--- src/rtl/binary_max_heap_queue_unit_assert.svh ---
// Assertion macros shared by the heap queue RTL.
`ifndef BINARY_MAX_HEAP_QUEUE_UNIT_ASSERT_SVH
`define BINARY_MAX_HEAP_QUEUE_UNIT_ASSERT_SVH

// Same-cycle implication.
`define BMHQ_ASSERT_NOW(label, clk, rst, ante, cons, msg) \
   label: assert property (@(posedge clk) disable iff (rst) (ante) |-> (cons)) \
      else $error(msg);

// Next-cycle implication.
`define BMHQ_ASSERT_NEXT(label, clk, rst, ante, cons, msg) \
   label: assert property (@(posedge clk) disable iff (rst) (ante) |=> (cons)) \
      else $error(msg);

`endif

--- src/rtl/bmhq_pkg.sv ---
// Package: types and constants for the heap queue.
package bmhq_pkg;

   localparam int DEPTH_DEF     = 256;
   localparam int KEY_WIDTH_DEF = 32;
   localparam int MAX_KEY_W     = 32;
   localparam int COUNT_W       = 8;

   localparam logic REQ_INSERT = 1'b0;
   localparam logic REQ_REMOVE = 1'b1;

   typedef enum logic [1:0] {
      ST_DONE  = 2'd0,
      ST_FULL  = 2'd1,
      ST_EMPTY = 2'd2
   } bmhq_status_type;

   typedef enum logic [2:0] {
      S_IDLE,
      S_UP,
      S_TOP,
      S_LAST,
      S_DN_L,
      S_DN_R,
      S_WR,
      S_RESP
   } bmhq_state_type;

   typedef struct packed {
      logic                  valid;
      logic [MAX_KEY_W-1:0]  max_key;
      bmhq_status_type       status;
      logic [COUNT_W-1:0]    entry_count;
   } bmhq_rsp_type;

endpackage

--- src/rtl/bmhq_ctrl.sv ---
// Heap sequencer: sift-up on insert, sift-down on remove, one memory access pair a cycle.
`include "binary_max_heap_queue_unit_assert.svh"

module bmhq_ctrl #(
   parameter int DEPTH     = bmhq_pkg::DEPTH_DEF,
   parameter int KEY_WIDTH = bmhq_pkg::KEY_WIDTH_DEF
) (
   input  logic                          clock,
   input  logic                          reset,
   input  logic                          req_valid,
   output logic                          req_ready,
   input  logic                          req_type,
   input  logic signed [31:0]            req_new_key,
   output bmhq_pkg::bmhq_rsp_type        res,
   input  logic                          res_take,
   output logic                          mem_we,
   output logic [$clog2(DEPTH)-1:0]      mem_waddr,
   output logic [KEY_WIDTH-1:0]          mem_wdata,
   output logic                          mem_re,
   output logic [$clog2(DEPTH)-1:0]      mem_raddr,
   input  logic [KEY_WIDTH-1:0]          mem_rdata
);

   localparam int IDX_W     = $clog2(DEPTH);
   localparam int KID_W     = IDX_W + 1;
   localparam int COUNT_W   = bmhq_pkg::COUNT_W;
   localparam int MAX_KEY_W = bmhq_pkg::MAX_KEY_W;
   localparam logic [IDX_W-1:0] CAP      = IDX_W'(DEPTH - 1);
   localparam logic [IDX_W-1:0] ROOT     = IDX_W'(1);
   localparam logic [KID_W-1:0] KID_ROOT = KID_W'(2);

   bmhq_pkg::bmhq_state_type  state_ff, state_in;
   bmhq_pkg::bmhq_status_type status_ff, status_in;
   logic [IDX_W-1:0]          cnt_ff, cnt_in;
   logic [IDX_W-1:0]          pos_ff, pos_in;
   logic [KID_W-1:0]          kid_ff, kid_in;
   logic signed [KEY_WIDTH-1:0] val_ff, val_in;
   logic signed [KEY_WIDTH-1:0] left_ff, left_in;
   logic signed [KEY_WIDTH-1:0] top_ff, top_in;

   logic signed [KEY_WIDTH-1:0] rd_key;
   logic signed [KEY_WIDTH-1:0] key_in;
   logic [63:0]                 key_raw;
   logic signed [63:0]          top_wide;

   assign rd_key   = mem_rdata;
   assign key_raw  = 64'($unsigned(req_new_key));
   assign key_in   = key_raw[KEY_WIDTH-1:0];
   assign top_wide = 64'(top_ff);

   always_ff @(posedge clock) begin
      if (reset) begin
         state_ff <= bmhq_pkg::S_IDLE;
         cnt_ff   <= '0;
      end else begin
         state_ff <= state_in;
         cnt_ff   <= cnt_in;
      end
      status_ff <= status_in;
      pos_ff    <= pos_in;
      kid_ff    <= kid_in;
      val_ff    <= val_in;
      left_ff   <= left_in;
      top_ff    <= top_in;
   end

   always_comb begin
      logic signed [KEY_WIDTH-1:0] child_key;
      logic [KID_W-1:0]            child_idx;
      logic [KID_W-1:0]            next_kid;
      logic [IDX_W-1:0]            up_pos;
      logic                        eval;

      state_in  = state_ff;
      status_in = status_ff;
      cnt_in    = cnt_ff;
      pos_in    = pos_ff;
      kid_in    = kid_ff;
      val_in    = val_ff;
      left_in   = left_ff;
      top_in    = top_ff;
      mem_we    = 1'b0;
      mem_waddr = pos_ff;
      mem_wdata = val_ff;
      mem_re    = 1'b0;
      mem_raddr = ROOT;
      req_ready = (state_ff == bmhq_pkg::S_IDLE);
      child_key = left_ff;
      child_idx = kid_ff;
      next_kid  = '0;
      up_pos    = pos_ff >> 1;
      eval      = 1'b0;

      case (state_ff)
         bmhq_pkg::S_IDLE: begin
            if (req_valid) begin
               status_in = bmhq_pkg::ST_DONE;
               top_in    = '0;
               if (req_type == bmhq_pkg::REQ_INSERT) begin
                  if (cnt_ff == CAP) begin
                     status_in = bmhq_pkg::ST_FULL;
                     state_in  = bmhq_pkg::S_RESP;
                  end else begin
                     cnt_in = cnt_ff + IDX_W'(1);
                     pos_in = cnt_ff + IDX_W'(1);
                     val_in = key_in;
                     if (cnt_ff == '0) begin
                        state_in = bmhq_pkg::S_WR;
                     end else begin
                        mem_re    = 1'b1;
                        mem_raddr = (cnt_ff + IDX_W'(1)) >> 1;
                        state_in  = bmhq_pkg::S_UP;
                     end
                  end
               end else begin
                  if (cnt_ff == '0) begin
                     status_in = bmhq_pkg::ST_EMPTY;
                     state_in  = bmhq_pkg::S_RESP;
                  end else begin
                     mem_re    = 1'b1;
                     mem_raddr = ROOT;
                     state_in  = bmhq_pkg::S_TOP;
                  end
               end
            end
         end
         bmhq_pkg::S_UP: begin
            // rd_key is the parent of pos_ff
            if (val_ff > rd_key) begin
               mem_we    = 1'b1;
               mem_waddr = pos_ff;
               mem_wdata = rd_key;
               pos_in    = up_pos;
               if (up_pos == ROOT) begin
                  state_in = bmhq_pkg::S_WR;
               end else begin
                  mem_re    = 1'b1;
                  mem_raddr = up_pos >> 1;
               end
            end else begin
               state_in = bmhq_pkg::S_WR;
            end
         end
         bmhq_pkg::S_TOP: begin
            top_in    = rd_key;
            mem_re    = 1'b1;
            mem_raddr = cnt_ff;
            state_in  = bmhq_pkg::S_LAST;
         end
         bmhq_pkg::S_LAST: begin
            val_in = rd_key;
            cnt_in = cnt_ff - IDX_W'(1);
            pos_in = ROOT;
            kid_in = KID_ROOT;
            if (KID_ROOT <= KID_W'(cnt_ff - IDX_W'(1))) begin
               mem_re    = 1'b1;
               mem_raddr = KID_ROOT[IDX_W-1:0];
               state_in  = bmhq_pkg::S_DN_L;
            end else begin
               state_in = bmhq_pkg::S_WR;
            end
         end
         bmhq_pkg::S_DN_L: begin
            left_in = rd_key;
            if (kid_ff < KID_W'(cnt_ff)) begin
               mem_re    = 1'b1;
               mem_raddr = kid_ff[IDX_W-1:0] + IDX_W'(1);
               state_in  = bmhq_pkg::S_DN_R;
            end else begin
               child_key = rd_key;
               child_idx = kid_ff;
               eval      = 1'b1;
            end
         end
         bmhq_pkg::S_DN_R: begin
            // left wins ties
            if (rd_key > left_ff) begin
               child_key = rd_key;
               child_idx = kid_ff + KID_W'(1);
            end
            eval = 1'b1;
         end
         bmhq_pkg::S_WR: begin
            mem_we    = 1'b1;
            mem_waddr = pos_ff;
            mem_wdata = val_ff;
            state_in  = bmhq_pkg::S_RESP;
         end
         bmhq_pkg::S_RESP: begin
            if (res_take) begin
               state_in = bmhq_pkg::S_IDLE;
            end
         end
         default: begin
            state_in = bmhq_pkg::S_IDLE;
         end
      endcase

      if (eval) begin
         next_kid = child_idx << 1;
         if (child_key > val_ff) begin
            mem_we    = 1'b1;
            mem_waddr = pos_ff;
            mem_wdata = child_key;
            pos_in    = child_idx[IDX_W-1:0];
            kid_in    = next_kid;
            if (next_kid <= KID_W'(cnt_ff)) begin
               mem_re    = 1'b1;
               mem_raddr = next_kid[IDX_W-1:0];
               state_in  = bmhq_pkg::S_DN_L;
            end else begin
               state_in = bmhq_pkg::S_WR;
            end
         end else begin
            state_in = bmhq_pkg::S_WR;
         end
      end
   end

   assign res.valid       = (state_ff == bmhq_pkg::S_RESP);
   assign res.max_key     = top_wide[MAX_KEY_W-1:0];
   assign res.status      = status_ff;
   assign res.entry_count = COUNT_W'(cnt_ff);

   `BMHQ_ASSERT_NOW(a_rw_distinct, clock, reset, mem_we && mem_re, mem_waddr != mem_raddr,
      "heap read and write hit the same entry")
   `BMHQ_ASSERT_NOW(a_cnt_cap, clock, reset, 1'b1, cnt_ff <= CAP,
      "fill count above capacity")

endmodule

--- config.mk ---
export PLATFORM = sky130hd
export DESIGN_NAME = bmhq_ctrl
export DESIGN_NICKNAME = d
export VERILOG_FILES = /design/src/rtl/bmhq_pkg.sv /design/src/rtl/bmhq_ctrl.sv
export VERILOG_INCLUDE_DIRS = /design/src /design/src/rtl
export SDC_FILE = /design/constraint.sdc
export NUM_CORES = 1
export LEC_CHECK = 0
export BUFFER_PORTS_ARGS = -buffer_cell sky130_fd_sc_hd__buf_2
export CORE_UTILIZATION = 52
export CTS_CLUSTER_SIZE = 8
export DETAILED_ROUTE_END_ITERATION = 8
export PLACE_DENSITY = 0.78
export RECOVER_POWER = 25
export SYNTH_ARGS = -nofsm -noshare
export SYNTH_HDL_FRONTEND = slang
export SYNTH_SLANG_ARGS = --single-unit
--- constraint.sdc ---
create_clock -name clock -period 7.6 [get_ports clock]
set_clock_uncertainty 0.15 [all_clocks]
set_input_delay 1.52 -clock clock [delete_from_list [all_inputs] [get_ports clock]]
set_output_delay 1.52 -clock clock [all_outputs]
set_load 0.005 [all_outputs]
==> tab_implementation.tex <==
\begin{tabular}{lr}
\hline
Metric & Value \\
\hline
\multicolumn{2}{l}{\textbf{Placement}} \\
\quad Worst setup slack after placement & -555 ps \\
\quad Port Buffer Count & 162 \\
\quad Placement Cell Area & 0.0108 mm2 \\
\quad HPWL reported at the end of detailed placement & $\sim$19000 um \\
\quad Final GP Congestion & between 0.9 and 1 \\
\multicolumn{2}{l}{\textbf{Die}} \\
\quad Vertical die dimension & around 140 um \\
\quad Starting density of the core & between 50\% and 60\% \\
\quad Die area & 0.0184 mm2 \\
\quad Overall die width & 135 um \\
\quad I/O pins & 163 \\
\quad Core footprint & 0.0174 mm2 \\
\quad Cell Rows & 48 \\
\multicolumn{2}{l}{\textbf{Critical path}} \\
\quad Buffers \& Inverters on Critical Path & 7 \\
\quad Crit path DAT & 6490 ps \\
\quad Kind of critical path & in2out \\
\quad Largest delay share family, worst path & compound AO/OA/AOI/OAI gates \\
\quad Critical Path Max Stage Delay & between 300 and 400 ps \\
\quad Worst setup SP type & input port \\
\quad Most frequent cell on the critical path & buf\_6 \\
\quad Worst-path fanout max & 7 \\
\quad Slowest-stage cell, CP & a221o\_1 \\
\quad Crit end category & output port \\
\quad Worst EP required & slightly below 6000 ps \\
\multicolumn{2}{l}{\textbf{Logic synthesis}} \\
\quad Most instantiated flip-flop cell in the synthesis netlist & edfxtp\_1 \\
\quad Combinational family with the most area after synthesis & simple AND/OR/NAND/NOR gates \\
\quad Ys Warns & 0 \\
\quad Post-synth EDFFs & between 90 and 100 \\
\quad Post-Synthesis Net Count & 1248 \\
\quad Cell area after synthesis & just over 0.009 mm2 \\
\quad Share of the synthesized area in the top cell type & a little under a third \\
\quad Mux contribution to synthesized area & 0.473\% \\
\quad Unique cell type count in the Yosys netlist & between 60 and 70 \\
\quad Number of instances in the synthesized netlist & around 1.1k \\
\quad Register bit count reported by yosys & roughly 130 \\
\quad Adder-cell share of the synthesized area & around 16\% \\
\quad Fraction of the mapped netlist area in simple logic gates & 18.9\% \\
\quad Area leader, netlist & edfxtp\_1 \\
\quad Share of the yosys chip area belonging to registers & between 30\% and 40\% \\
\quad Post-Synth XOR/XNOR Area & 2.46\% \\
\quad Syn avg cell area & about 8.7 um2 \\
\quad FFs w/ async S/R, synth & 0\% \\
\quad Top post-synthesis cells by area & edfxtp\_1, ha\_1, dfxtp\_1 \\
\quad Compound-cell area share of the yosys netlist & between 10\% and 20\% \\
\multicolumn{2}{l}{\textbf{STA}} \\
\quad Setup repair after global routing missed its margin & true \\
\quad Count of pins over their slew limit & 0 \\
\quad Number of endpoints with negative hold slack in the final report & 0 \\
\quad Crit path setup slack, layout & -558 ps \\
\quad Maximum operating frequency & 0.123 GHz \\
\quad Pin slew with the least headroom to its limit & $\sim$1000 ps \\
\quad Slew margin rel. & roughly 30\% \\
\quad Setup-failing EPs final & 42 \\
\quad Post-layout minimum cycle time & just over 8000 ps \\
\quad Setup TNS & -19020 ps \\
\quad Portion of the clock cycle consumed by the worst path in the final layout & 107\% \\
\multicolumn{2}{l}{\textbf{Power}} \\
\quad Total leakage power & $\sim$0.0054 uW \\
\quad Highest ir drop seen on vdd & between 300 and 400 uV \\
\quad Areal power density over the cells & just under 400 mW/mm2 \\
\multicolumn{2}{l}{\textbf{CTS}} \\
\quad Hold bufs inserted after CTS & 0 \\
\quad Clk pin slew, worst setup/hold paths & approximately 50 ps \\
\quad Sinks on Clock Net & between 100 and 150 \\
\quad Clock tree from TritonCTS & done \\
\quad Worst-skew pair later-pin latency & approximately 430 ps \\
\quad CTS Buf Count & 17 \\
\quad CTS H-tree lvls & 4 \\
\quad Clk Tree Root Cell & clkbuf\_16 \\
\quad Max Buffers Root-to-Sink & 2 \\
\multicolumn{2}{l}{\textbf{Detailed routing}} \\
\quad Post-DRT Antenna Nets & 0 \\
\quad Detailed-route wire length per cell & between 15 and 20 um \\
\quad Via count normalized by instance count & $\sim$6.1 \\
\quad DRC violations left & 0 \\
\quad TritonRoute pass-1 iters & 6 \\
\quad DRC violation total after the first TritonRoute iteration & 883 \\
\quad Via total after detailed routing & between 9k and 10k \\
\quad WL final & about 30000 um \\
\multicolumn{2}{l}{\textbf{Layout}} \\
\quad Total Nets Final & roughly 1.5k \\
\quad Area of all sequential standard cells & around 0.0035 mm2 \\
\quad Fill cell count & 1346 \\
\quad Multi-input logic area & 0.00573 mm2 \\
\quad Ant diodes & 0 \\
\quad Area growth from synthesis to final layout & 29.9\% \\
\quad Post-Layout Inst Area & about 0.012 mm2 \\
\quad Share of post-route cells with drive strength above 1 & roughly 26\% \\
\multicolumn{2}{l}{\textbf{Worst hold path}} \\
\quad Class of the worst hold path & reg2reg \\
\multicolumn{2}{l}{\textbf{Run status}} \\
\quad Violations in the final reports & setup timing \\
\quad Outcome & finished, violations left \\
\multicolumn{2}{l}{\textbf{Global route}} \\
\quad GRT Total Usage & between 30\% and 40\% \\
\quad Pin count of the biggest net entering global routing & just under 80 \\
\quad Wire length of the first global-routing pass & 45100 um \\
\quad Global route overflow & 0 \\
\quad Initial antenna violation count & 1 \\
\quad Via count of the first global-routing pass & between 8k and 9k \\
\multicolumn{2}{l}{\textbf{Flow run}} \\
\quad Max capacitance violation total & 0 \\
\hline
\end{tabular}
[Yosys cell counts, types with 6 or more instances]
| cell | number |
|---|---|
| nor2_1 | 108 |
| a221oi_1 | 6 |
| a211oi_1 | 9 |
| o211ai_1 | 11 |
| nand4_1 | 21 |
| nand3_1 | 29 |
| a21o_1 | 9 |
| a21oi_1 | 57 |
| o22ai_1 | 35 |
| nor2b_1 | 7 |
| edfxtp_1 | 98 |
| nor4_1 | 11 |
| ha_1 | 115 |
| o21ai_0 | 93 |
| clkbuf_1 | 24 |
| inv_1 | 114 |
| nor3_1 | 12 |
| nand2_1 | 112 |
| xnor2_1 | 23 |
| buf_6 | 7 |
| and2_1 | 37 |
| dfxtp_1 | 28 |
| buf_2 | 9 |
[through the flow]
stage	hold WS, ps	instances	utilization (%)	power (uW)
4_1_cts	331	1518	67.6	4420
6_report	329	1527	69.3	4750
3_5_place_dp	324	1477	61.9	3430
3_3_place_gp	326	1477	61.9	3380
2_1_floorplan	308	1064	-	2590
5_1_grt	351	1527	69.3	5030
[worst paths after layout]
| path | start | to | slack, ps | cells past startpoint |
|---|---|---|---|---|
| worst max-delay path | mem_rdata[30] | mem_wdata[0] | -560 | 25 |
| worst max register to register | cnt_ff[4] | pos_ff[0] | 1900 | 21 |
| worst min-delay path | pos_ff[0] | pos_ff[0] | 330 | 2 |
| worst min register to register | pos_ff[0] | pos_ff[0] | 330 | 2 |
[worst min-delay path, delay by kind of cell, from the launching register on]
kind / cells / cell delay, ps
flip-flops: 1 / 320
AO/OA/AOI/OAI: 1 / 60
AND/OR/NAND/NOR: 1 / 50
[where the power goes]
group          internal, uW  switching, uW  total (uW)
logic                  1180           1530        2710
registers              1030            217        1250
clock network           481            307         788
total                  2690           2050        4750
[placed cells by master, fill, tap and decap left out, types with 36 or more instances in the layout]
cell,count
buf_2,156
and2_1,37
edfxtp_1,98
nor2_1,100
nand2_1,107
a21oi_1,54
clkbuf_1,36
ha_1,101
o21ai_0,75
buf_4,43
inv_1,114
[kinds of logic after synthesis]
family,after synthesis
flip-flops,126
AO/OA/AOI/OAI,264
XOR/XNOR,26
buffers and inverters,161
multiplexers,4
adder cells (fa/ha/maj),115
AND/OR/NAND/NOR,368
[metal layers]
| metal | vias up | track usage, % | wire length (um) |
|---|---|---|---|
| li1 | 4257 | - | - |
| met1 | 4309 | 40.5 | 11800 |
| met2 | 598 | 53.2 | 14400 |
| met3 | 88 | 6.73 | 3030 |
| met4 | 2 | 14.8 | 1120 |
| met5 | - | 0 | 13 |
[area by class of cell]
| type | instances | area share (%) |
|---|---|---|
| Inverter | 115 | 3.59 |
| Tap cell | 225 | 2.34 |
| Multi-Input combinational cell | 781 | 47.6 |
| Clock inverter | 5 | 0.218 |
| Clock buffer | 27 | 4.45 |
| Sequential cell | 126 | 29.1 |
| Timing Repair Buffer | 248 | 12.7 |
[flip-flops by register name (all words and copies together), names as in the netlist]
name,count
cnt_ff,8
kid_ff,9
left_ff,32
pos_ff,8
state_ff,3
status_ff,2
top_ff,32
val_ff,32
[timing repair]
| action | in CTS | in global routing |
|---|---|---|
| cloned | 5 | 3 |
| setup buffers | 4 | 7 |
| resized for setup | 54 | 70 |
| endpoints found under the setup margin | 42 | 42 |
| pin swaps | 23 | 40 |
Power figures use the tool's default switching activity.
